==> src/slxfp_pkg.sv <==
package slxfp_pkg;

   // Configuration register indexes.
   localparam int CSR_IDX_W = 2;
   localparam logic [CSR_IDX_W-1:0] CSR_FIRST_SYNC  = 2'd0;
   localparam logic [CSR_IDX_W-1:0] CSR_SECOND_SYNC = 2'd1;

   localparam logic [7:0] FIRST_SYNC_RESET  = 8'd170;
   localparam logic [7:0] SECOND_SYNC_RESET = 8'd85;

   // Result word: payload byte, byte index and frame length, padded to bytes.
   localparam int BYTE_W      = 8;
   localparam int INDEX_W     = 5;
   localparam int FLEN_W      = 6;
   localparam int RSP_FIELD_W = BYTE_W + INDEX_W + FLEN_W;
   localparam int RSP_TDATA_W = ((RSP_FIELD_W + 7) / 8) * 8;

   typedef enum logic [2:0] {
      ST_SYNC0,
      ST_SYNC1,
      ST_LEN,
      ST_DATA,
      ST_CHECK,
      ST_READ,
      ST_EMIT
   } slxfp_state_type;

   // Commands from the controller to the datapath.
   typedef struct packed {
      logic take_len;
      logic take_byte;
      logic start_replay;
      logic read_entry;
      logic emit;
   } slxfp_cmd_type;

   // Status from the datapath to the controller.
   typedef struct packed {
      logic sync0_hit;
      logic sync1_hit;
      logic len_ok;
      logic data_done;
      logic xor_hit;
      logic last_entry;
      logic out_free;
   } slxfp_status_type;

endpackage

==> src/slxfp_ctrl.sv <==
module slxfp_ctrl (
   input  logic                        clock,
   input  logic                        reset,
   input  logic                        req_tvalid,
   output logic                        req_tready,
   input  slxfp_pkg::slxfp_status_type status,
   output slxfp_pkg::slxfp_cmd_type    cmd
);

   slxfp_pkg::slxfp_state_type state_ff;
   slxfp_pkg::slxfp_state_type state_in;
   logic                       accept;

   assign accept = req_tvalid && req_tready;

   always_ff @(posedge clock) begin
      if (reset) begin
         state_ff <= slxfp_pkg::ST_SYNC0;
      end else begin
         state_ff <= state_in;
      end
   end

   always_comb begin
      state_in = state_ff;
      unique case (state_ff)
         slxfp_pkg::ST_SYNC0: begin
            if (accept) begin
               state_in = status.sync0_hit ? slxfp_pkg::ST_SYNC1 : slxfp_pkg::ST_SYNC0;
            end
         end
         slxfp_pkg::ST_SYNC1: begin
            // A wrong second byte is not retried as a first sync byte.
            if (accept) begin
               state_in = status.sync1_hit ? slxfp_pkg::ST_LEN : slxfp_pkg::ST_SYNC0;
            end
         end
         slxfp_pkg::ST_LEN: begin
            if (accept) begin
               state_in = status.len_ok ? slxfp_pkg::ST_DATA : slxfp_pkg::ST_SYNC0;
            end
         end
         slxfp_pkg::ST_DATA: begin
            if (accept && status.data_done) begin
               state_in = slxfp_pkg::ST_CHECK;
            end
         end
         slxfp_pkg::ST_CHECK: begin
            if (accept) begin
               state_in = status.xor_hit ? slxfp_pkg::ST_READ : slxfp_pkg::ST_SYNC0;
            end
         end
         slxfp_pkg::ST_READ: begin
            state_in = slxfp_pkg::ST_EMIT;
         end
         slxfp_pkg::ST_EMIT: begin
            if (status.out_free) begin
               state_in = status.last_entry ? slxfp_pkg::ST_SYNC0 : slxfp_pkg::ST_READ;
            end
         end
         default: begin
            state_in = slxfp_pkg::ST_SYNC0;
         end
      endcase
   end

   always_comb begin
      req_tready       = 1'b0;
      cmd.take_len     = 1'b0;
      cmd.take_byte    = 1'b0;
      cmd.start_replay = 1'b0;
      cmd.read_entry   = 1'b0;
      cmd.emit         = 1'b0;
      unique case (state_ff) inside
         slxfp_pkg::ST_SYNC0, slxfp_pkg::ST_SYNC1: begin
            req_tready = 1'b1;
         end
         slxfp_pkg::ST_LEN: begin
            req_tready   = 1'b1;
            cmd.take_len = accept;
         end
         slxfp_pkg::ST_DATA: begin
            req_tready    = 1'b1;
            cmd.take_byte = accept;
         end
         slxfp_pkg::ST_CHECK: begin
            req_tready       = 1'b1;
            cmd.start_replay = accept && status.xor_hit;
         end
         slxfp_pkg::ST_READ: begin
            cmd.read_entry = 1'b1;
         end
         slxfp_pkg::ST_EMIT: begin
            cmd.emit = status.out_free;
         end
         default: begin
            req_tready = 1'b0;
         end
      endcase
   end

endmodule

==> src/slxfp_dp.sv <==
module slxfp_dp #(
   parameter int MAX_PAYLOAD = 32
) (
   input  logic                                    clock,
   input  logic                                    reset,
   input  logic [7:0]                              req_tdata,
   input  logic                                    csr_valid,
   input  logic                                    csr_ready,
   input  logic [slxfp_pkg::CSR_IDX_W-1:0]         csr_index,
   input  logic [7:0]                              csr_data,
   output logic                                    rsp_tvalid,
   input  logic                                    rsp_tready,
   output logic [slxfp_pkg::RSP_TDATA_W-1:0]       rsp_tdata,
   output logic                                    rsp_tlast,
   input  slxfp_pkg::slxfp_cmd_type                cmd,
   output slxfp_pkg::slxfp_status_type             status
);

   localparam int IDX_W = (MAX_PAYLOAD > 1) ? $clog2(MAX_PAYLOAD) : 1;
   localparam int CNT_W = $clog2(MAX_PAYLOAD + 1);

   logic [7:0]       first_sync_ff;
   logic [7:0]       second_sync_ff;
   logic [CNT_W-1:0] declared_length_ff;
   logic [CNT_W-1:0] bytes_received_ff;
   logic [7:0]       running_xor_ff;
   logic [IDX_W-1:0] rd_idx_ff;
   logic [7:0]       rd_data_ff;
   logic [7:0]       payload_store [MAX_PAYLOAD];

   logic                            rsp_valid_ff;
   logic [7:0]                      out_byte_ff;
   logic [slxfp_pkg::INDEX_W-1:0]   out_index_ff;
   logic [slxfp_pkg::FLEN_W-1:0]    out_length_ff;
   logic                            out_last_ff;

   logic             csr_write;
   logic [CNT_W:0]   received_next;
   logic [CNT_W-1:0] rd_idx_next;
   logic             store_room;

   assign csr_write     = csr_valid && csr_ready;
   assign received_next = (CNT_W + 1)'(bytes_received_ff) + (CNT_W + 1)'(1);
   assign rd_idx_next   = CNT_W'(rd_idx_ff) + CNT_W'(1);
   assign store_room    = bytes_received_ff < CNT_W'(MAX_PAYLOAD);

   always_comb begin
      status.sync0_hit  = req_tdata == first_sync_ff;
      status.sync1_hit  = req_tdata == second_sync_ff;
      status.len_ok     = (req_tdata != 8'd0) && (req_tdata <= 8'(MAX_PAYLOAD));
      status.data_done  = received_next >= (CNT_W + 1)'(declared_length_ff);
      status.xor_hit    = req_tdata == running_xor_ff;
      status.last_entry = rd_idx_next == declared_length_ff;
      status.out_free   = !rsp_valid_ff || rsp_tready;
   end

   always_ff @(posedge clock) begin
      if (reset) begin
         first_sync_ff  <= slxfp_pkg::FIRST_SYNC_RESET;
         second_sync_ff <= slxfp_pkg::SECOND_SYNC_RESET;
      end else if (csr_write) begin
         unique case (csr_index)
            slxfp_pkg::CSR_FIRST_SYNC:  first_sync_ff  <= csr_data;
            slxfp_pkg::CSR_SECOND_SYNC: second_sync_ff <= csr_data;
            default: ;
         endcase
      end
   end

   always_ff @(posedge clock) begin
      if (reset) begin
         declared_length_ff <= '0;
         bytes_received_ff  <= '0;
         running_xor_ff     <= '0;
         rd_idx_ff          <= '0;
      end else begin
         if (cmd.take_len) begin
            // Only a length that passed the range check is ever used.
            declared_length_ff <= CNT_W'(req_tdata);
            bytes_received_ff  <= '0;
            running_xor_ff     <= '0;
         end else if (cmd.take_byte) begin
            bytes_received_ff <= received_next[CNT_W-1:0];
            running_xor_ff    <= running_xor_ff ^ req_tdata;
         end
         if (cmd.start_replay) begin
            rd_idx_ff <= '0;
         end else if (cmd.emit && !status.last_entry) begin
            rd_idx_ff <= rd_idx_next[IDX_W-1:0];
         end
      end
   end

   always_ff @(posedge clock) begin
      if (cmd.take_byte && store_room) begin
         payload_store[bytes_received_ff[IDX_W-1:0]] <= req_tdata;
      end
   end

   always_ff @(posedge clock) begin
      if (cmd.read_entry) begin
         rd_data_ff <= payload_store[rd_idx_ff];
      end
   end

   always_ff @(posedge clock) begin
      if (reset) begin
         rsp_valid_ff <= 1'b0;
      end else if (cmd.emit) begin
         rsp_valid_ff <= 1'b1;
      end else if (rsp_tready) begin
         rsp_valid_ff <= 1'b0;
      end
   end

   always_ff @(posedge clock) begin
      if (cmd.emit) begin
         out_byte_ff   <= rd_data_ff;
         out_index_ff  <= slxfp_pkg::INDEX_W'(rd_idx_ff);
         out_length_ff <= slxfp_pkg::FLEN_W'(declared_length_ff);
         out_last_ff   <= status.last_entry;
      end
   end

   assign rsp_tvalid = rsp_valid_ff;
   assign rsp_tlast  = out_last_ff;
   assign rsp_tdata  = slxfp_pkg::RSP_TDATA_W'({out_length_ff, out_index_ff, out_byte_ff});

endmodule

==> src/sync_length_xor_frame_parser.sv <==
// Channel   Direction  Handshake                Contents
// req_      in         req_tvalid/req_tready    tdata[7:0] rx_byte
// rsp_      out        rsp_tvalid/rsp_tready    tdata[7:0] payload_byte,
//                                               [12:8] byte_index, [18:13] frame_length;
//                                               tlast last_byte
// csr_      in         csr_valid/csr_ready      csr_index, csr_data
//
// Each received byte is taken as soon as it is offered while the parser is hunting or reading a frame.
// A frame whose checksum matches is replayed from the payload memory one byte at a time
// (a registered memory read, then a load of the output register, for each byte), and no
// request is taken until the last byte is in the output register.
// Reset is synchronous; the parser comes up hunting for the first sync byte, no clearing pass.
// A stalled output holds its byte; requests keep flowing while it waits, except during replay.
module sync_length_xor_frame_parser #(
   parameter int MAX_PAYLOAD = 32
) (
   input  logic                              clock,
   input  logic                              reset,
   input  logic                              req_tvalid,
   output logic                              req_tready,
   input  logic [7:0]                        req_tdata,   // [7:0] rx_byte
   output logic                              rsp_tvalid,
   input  logic                              rsp_tready,
   // [7:0] payload_byte, [12:8] byte_index, [18:13] frame_length, rest zero
   output logic [slxfp_pkg::RSP_TDATA_W-1:0] rsp_tdata,
   output logic                              rsp_tlast,
   input  logic                              csr_valid,
   output logic                              csr_ready,
   input  logic [slxfp_pkg::CSR_IDX_W-1:0]   csr_index,
   input  logic [7:0]                        csr_data
);

   slxfp_pkg::slxfp_cmd_type    cmd;
   slxfp_pkg::slxfp_status_type status;

   assign csr_ready = 1'b1;

   slxfp_ctrl u_ctrl (
      .clock      (clock),
      .reset      (reset),
      .req_tvalid (req_tvalid),
      .req_tready (req_tready),
      .status     (status),
      .cmd        (cmd)
   );

   slxfp_dp #(
      .MAX_PAYLOAD (MAX_PAYLOAD)
   ) u_dp (
      .clock      (clock),
      .reset      (reset),
      .req_tdata  (req_tdata),
      .csr_valid  (csr_valid),
      .csr_ready  (csr_ready),
      .csr_index  (csr_index),
      .csr_data   (csr_data),
      .rsp_tvalid (rsp_tvalid),
      .rsp_tready (rsp_tready),
      .rsp_tdata  (rsp_tdata),
      .rsp_tlast  (rsp_tlast),
      .cmd        (cmd),
      .status     (status)
   );

endmodule

==> config.mk <==
export PLATFORM = sky130hd
export DESIGN_NAME = sync_length_xor_frame_parser
export DESIGN_NICKNAME = d
export VERILOG_FILES = /design/src/slxfp_pkg.sv /design/src/slxfp_ctrl.sv /design/src/slxfp_dp.sv /design/src/sync_length_xor_frame_parser.sv
export SDC_FILE = /design/constraint.sdc
export NUM_CORES = 1
export LEC_CHECK = 0
export BUFFER_PORTS_ARGS = -buffer_cell sky130_fd_sc_hd__buf_2
export CAP_MARGIN = 10
export CORE_MARGIN = 2
export CORE_UTILIZATION = 65
export DETAILED_ROUTE_END_ITERATION = 10
export MAX_ROUTING_LAYER = met4
export PLACE_DENSITY = 0.94
export SLEW_MARGIN = 20
export SYNTH_ARGS = -nofsm -noshare
export SYNTH_HDL_FRONTEND = slang
export SYNTH_SLANG_ARGS = --single-unit
==> constraint.sdc <==
create_clock -name clock -period 5.85 [get_ports clock]
set_input_delay 0.8775 -clock clock [delete_from_list [all_inputs] [get_ports clock]]
set_output_delay 0.8775 -clock clock [all_outputs]
set_load 0.02 [all_outputs]
### Word-level counts from Yosys, hierarchy flattened

Memory sizes are Yosys's and may differ from the RTL's. A register that Yosys moved wholly into a read port is not among the register bits.
Index checks and enable logic that the tools add are counted.

* bits in registers: 65
* RAM bits: 256
* output and inout port bits: 28
* word-level logic and storage cells: 77
* memories: 1

Memory list
* u_dp.payload_store: words 32, bits a word 8, read ports 1, clocked after memory_dff 1, write ports 1, RTL line slxfp_dp.sv:29 `logic [7:0] payload_store [MAX_PAYLOAD];`

* $add $sub $neg: 2
* magnitude comparators: 3
* equality and inequality tests: 17
* muxes and demuxes: 22
* bitwise logic cells: 1
* reduce and logical (&&, ||, !) cells: 19

Operators by type and width (count)
* 8-bit equality test: 3
* 3-bit 2-to-1 mux: 8
* 3-bit one-hot mux with 7 select lines: 1
* 2-bit by 1-bit != test with 1-bit output, second input constant: 6
* 1-bit 2-to-1 mux: 11
* 3-bit equality test, second input constant: 3
* 8-bit by 6-bit <= comparator with 1-bit output, second input constant: 1
* 8-bit nonzero test: 1
* 8-bit bitwise XOR: 1
* 6-bit by 1-bit adder with 7-bit output, second input constant: 1
* 7-bit by 6-bit greater-or-equal comparator with 1-bit output: 1
* 5-bit by 1-bit adder with 6-bit output, second input constant: 1
* 3-bit by 2-bit equality test with 1-bit output, second input constant: 2
* 6-bit equality test: 1
* 1-bit logical AND: 6
* 6-bit less-than comparator, second input constant: 1
* 6-bit AND reduction: 1
* 5-bit OR reduction: 1
* 2-bit 2-to-1 mux: 2
* 2-bit AND reduction: 2
* 2-bit OR reduction: 2
* 3-bit by 1-bit equality test with 1-bit output, second input constant: 1
* 3-bit zero test: 1
* 2-bit by 1-bit equality test with 1-bit output, second input constant: 1
* other kinds (4): 5

### Longest topological paths before layout

* depth in word-level cells: 8
* mapped depth: 11
* depth with buffers taken out: 10

### Hierarchy

From an unflattened synthesis, not the netlist that was laid out.

* cells, all modules: 757
* area total of the unflattened synthesis: 13405.4 um2

Modules (own cells, without submodules)
* slxfp_dp: times used 1, cells each 718, area each 13098.8 um2, sequential area each 9369.0 um2
* slxfp_ctrl: times used 1, cells each 37, area each 295.3 um2, sequential area each 60.1 um2
* sync_length_xor_frame_parser: times used 1, cells each 2, area each 11.3 um2, sequential area each 0.0 um2

### Worst setup path after synthesis

OpenSTA, ideal clock, no wires.

* path type: input-to-reg
* start: in rsp_tready
* end: reg u_dp.rd_idx_ff[4]
* library setup time: 70 ps
* arrival time: 2890 ps
* slack: 2890 ps
* stages on the path: 5
* buffers on the path: 0
* path through: nand2b_1 > nor2b_1 > o21ai_2 > or4_1 > a21oi_1

RTL lines
* from (decl): RTL line sync_length_xor_frame_parser.sv:23 `input logic rsp_tready,`
* to (signal assigned): RTL line slxfp_dp.sv:89 `rd_idx_ff <= rd_idx_next[IDX_W-1:0];`
* to (decl): RTL line slxfp_dp.sv:27 `logic [IDX_W-1:0] rd_idx_ff;`

==> results.cfg <==
[sta]
fin_ws_ns = 2.37
setup_viol_count_final = 0
max_slew_margin_pct = 24.7
tightest_slew_ns = 1.13
period_needed_ns = 3.48
fmax_mhz = 287
hold_ws_ns = 0.424
min_period_over_period_pct = 59.5
setup_tns_ns = 0
finalHoldViolCount = 0
maxSlewViolCount = 0
rsz0062_at_grt = no
fin_skew_ns = 0.0289

[min_path]
hold_depth = 0
hp-class = flop to flop

[global_route]
grtUsageTotal_pct = 30.3
overflow = 0
antenna_found_initial = 0
grt_pass1_vias = 7907
grt_max_degree = 54
grt_pass1_wl_mm = 47.7

[setup_path]
reg2reg_depth = 6
start_kind = flop
cp.required_ns = 6.23
worstPathArrival_ns = 3.87
crit_type = flop to flop
crit_path_end_kind = flop
path_max_fanout = 27

[layout]
final_cell_mix = edfxtp_1 (284), nor2_1 (79), mux2i_1 (67)
final_area_um2 = 14800
fin_nets = 926
drive_gt1_share_pct = 16.6
n_antenna_cell = 0
fill_cells = 1063
final_common_cell = edfxtp_1
final_cells = 1186
area_growth_pct = 10.2

[synthesis]
synth.yosys.seq_area_share_pct = 70.2
muxShareOfSynthArea_pct = 11.7
synth.distinct_cells = 48
synth-xor-area-share_pct = 3.13
synth_top_family_by_area = multiplexers
synth_compound_area_share_pct = 5.10
synthArstFlopShare_pct = 0
syn_avg_cell_area_um2 = 15.7
synth_fa_ha_area_share_pct = 1.02
yosys.area_share.simple_pct = 6.37
netlist_area_um2 = 13400
synth-seq-cells = 329
synth-edff-count = 284
synthCells = 858
synth_ff_type = edfxtp_1
yosysWarnings = 0

[clock_network]
path_clk_slew_ns = 0.07
clk_path_buf_depth = 3
cts_resized = 0
cts_tree = yes
cts.sinks = 329
insertion_delay_ns = 0.57
cts_max_level = 1
numCtsBuffers = 30
hold_buffers = 0
cts-root-buf = clkbuf_16
postCtsSetupBuffers = 0

[route]
dr.pass1.iters = 7
drc_errors = 0
vias = 8050
wl_per_cell_um = 26.5
ant_nets = 0
via_per_inst = 6.79
wl_mm = 31.4
drt-initial-drc-count = 1225

[placement]
place_congestion = 0.909
dp.cells = 1130
hpwlAfterDp_mm = 18.0
port_buffers = 44
pre_cts_ws_ns = 2.63
placed_area_um2 = 13800

[power]
leakagePower_nw = 4.71
powerDensity_nw_per_um2 = 311
peakVddDrop_mv = 0.226

[outcome]
status = finished clean

[die]
ios = 51
coreArea_um2 = 20200
die_area_um2 = 21800
initial_core_util_pct = 66.4
die_h_um = 148
fp.dieW_um = 148
core.rowCount = 52

[flow_run]
cap_violations = 0
[cell usage after synthesis, types with 5 or more instances]
| cell type | number | area share (%) |
|---|---|---|
| a21oi_1 | 23 | 0.86 |
| buf_2 | 16 | 0.60 |
| nand3_1 | 7 | 0.26 |
| or3_1 | 5 | 0.23 |
| buf_4 | 8 | 0.45 |
| mux2i_1 | 67 | 5.0 |
| o22ai_1 | 8 | 0.37 |
| o31ai_1 | 5 | 0.28 |
| xor2_1 | 35 | 2.3 |
| nand2_1 | 58 | 1.6 |
| nand3b_1 | 5 | 0.28 |
| o221ai_1 | 32 | 2.1 |
| dfxtp_1 | 45 | 6.7 |
| o21ai_0 | 6 | 0.22 |
| edfxtp_1 | 284 | 63 |
| mux4_2 | 40 | 6.7 |
| nor2_1 | 79 | 2.2 |
| o21ai_1 | 20 | 0.75 |
| clkbuf_1 | 27 | 0.75 |
| ha_1 | 11 | 1.0 |
| inv_1 | 12 | 0.34 |
| nand2b_1 | 5 | 0.23 |
| xnor2_1 | 13 | 0.85 |
| nand4_1 | 5 | 0.23 |
| nor4_1 | 7 | 0.33 |
[path summary, 6_finish.rpt]
kind	from	endpoint	slack [ns]
max	u_dp.rd_idx_ff[2]	u_dp.rd_data_ff[3]	2.37
min	u_dp.rd_data_ff[0]	u_dp.out_byte_ff[0]	0.42
max reg2reg	u_dp.rd_idx_ff[2]	u_dp.rd_data_ff[3]	2.37
min reg2reg	u_dp.rd_data_ff[0]	u_dp.out_byte_ff[0]	0.42
[layer usage]
metal	vias up	share of wire, %	global-route usage, %
met5	-	0	-
met3	122	12	5.62
met1	3906	36	41.2
met2	677	48	46.6
met4	0	4.3	11.3
li1	3345	-	-
[worst max-delay path: stages, from the launching register on]
cell      delay [ns]
dfxtp_1         1.07
nand2_1         0.88
o221ai_1        0.69
nand2_1         0.10
nand2_1         0.08
o221ai_1        0.20
o21ai_1         0.28
[flip-flops by register name, summed over array words and instances (netlist names), 3 cells and up]
register / flops
u_dp.out_index_ff: 5
u_dp.first_sync_ff: 8
u_dp.rd_data_ff: 8
u_dp.out_byte_ff: 8
u_dp.out_length_ff: 6
u_dp.running_xor_ff: 8
u_dp.rd_idx_ff: 5
u_dp.bytes_received_ff: 6
u_dp.declared_length_ff: 6
u_dp.payload_store: 256
u_dp.second_sync_ff: 8
u_ctrl.state_ff: 3
[power by group]
group	internal [mW]	leakage, nW	switching, mW
logic	0.0216	1.29	0.0664
clock network	1.13	0.487	0.846
registers	2.54	2.94	0.00280
total	3.69	4.71	0.915
[cell families (layout without fill, tap and decap cells)]
kind of cell    count (synthesis)  in the layout
xor+xnor                       48             48
buf+inv                        70            124
simple gates                  188            188
flops                         329            329
compound gates                103            103
fa+ha+maj                      11             11
other cells                     2              6
mux                           107            107
[stage by stage]
stage | util, % | total power, mW
finish | 73.2 | 4.61
global route | 73.2 | 4.70
CTS | 73.2 | 4.61
detailed placement | 68.3 | 2.68
global placement | 68.3 | 2.68
floorplan | - | 2.63
[area by class of cell]
cell class | instances | area, um^2 | area share, %
inverter | 14 | 52.6 | 0.355
clock inverter | 21 | 210 | 1.42
tap | 270 | 338 | 2.28
timing repair buffer | 54 | 295 | 1.99
sequential | 329 | 9440 | 63.7
multi-input combinational | 463 | 3700 | 25.0
clock buffer | 35 | 779 | 5.26
(Power assumes the default switching activity.)
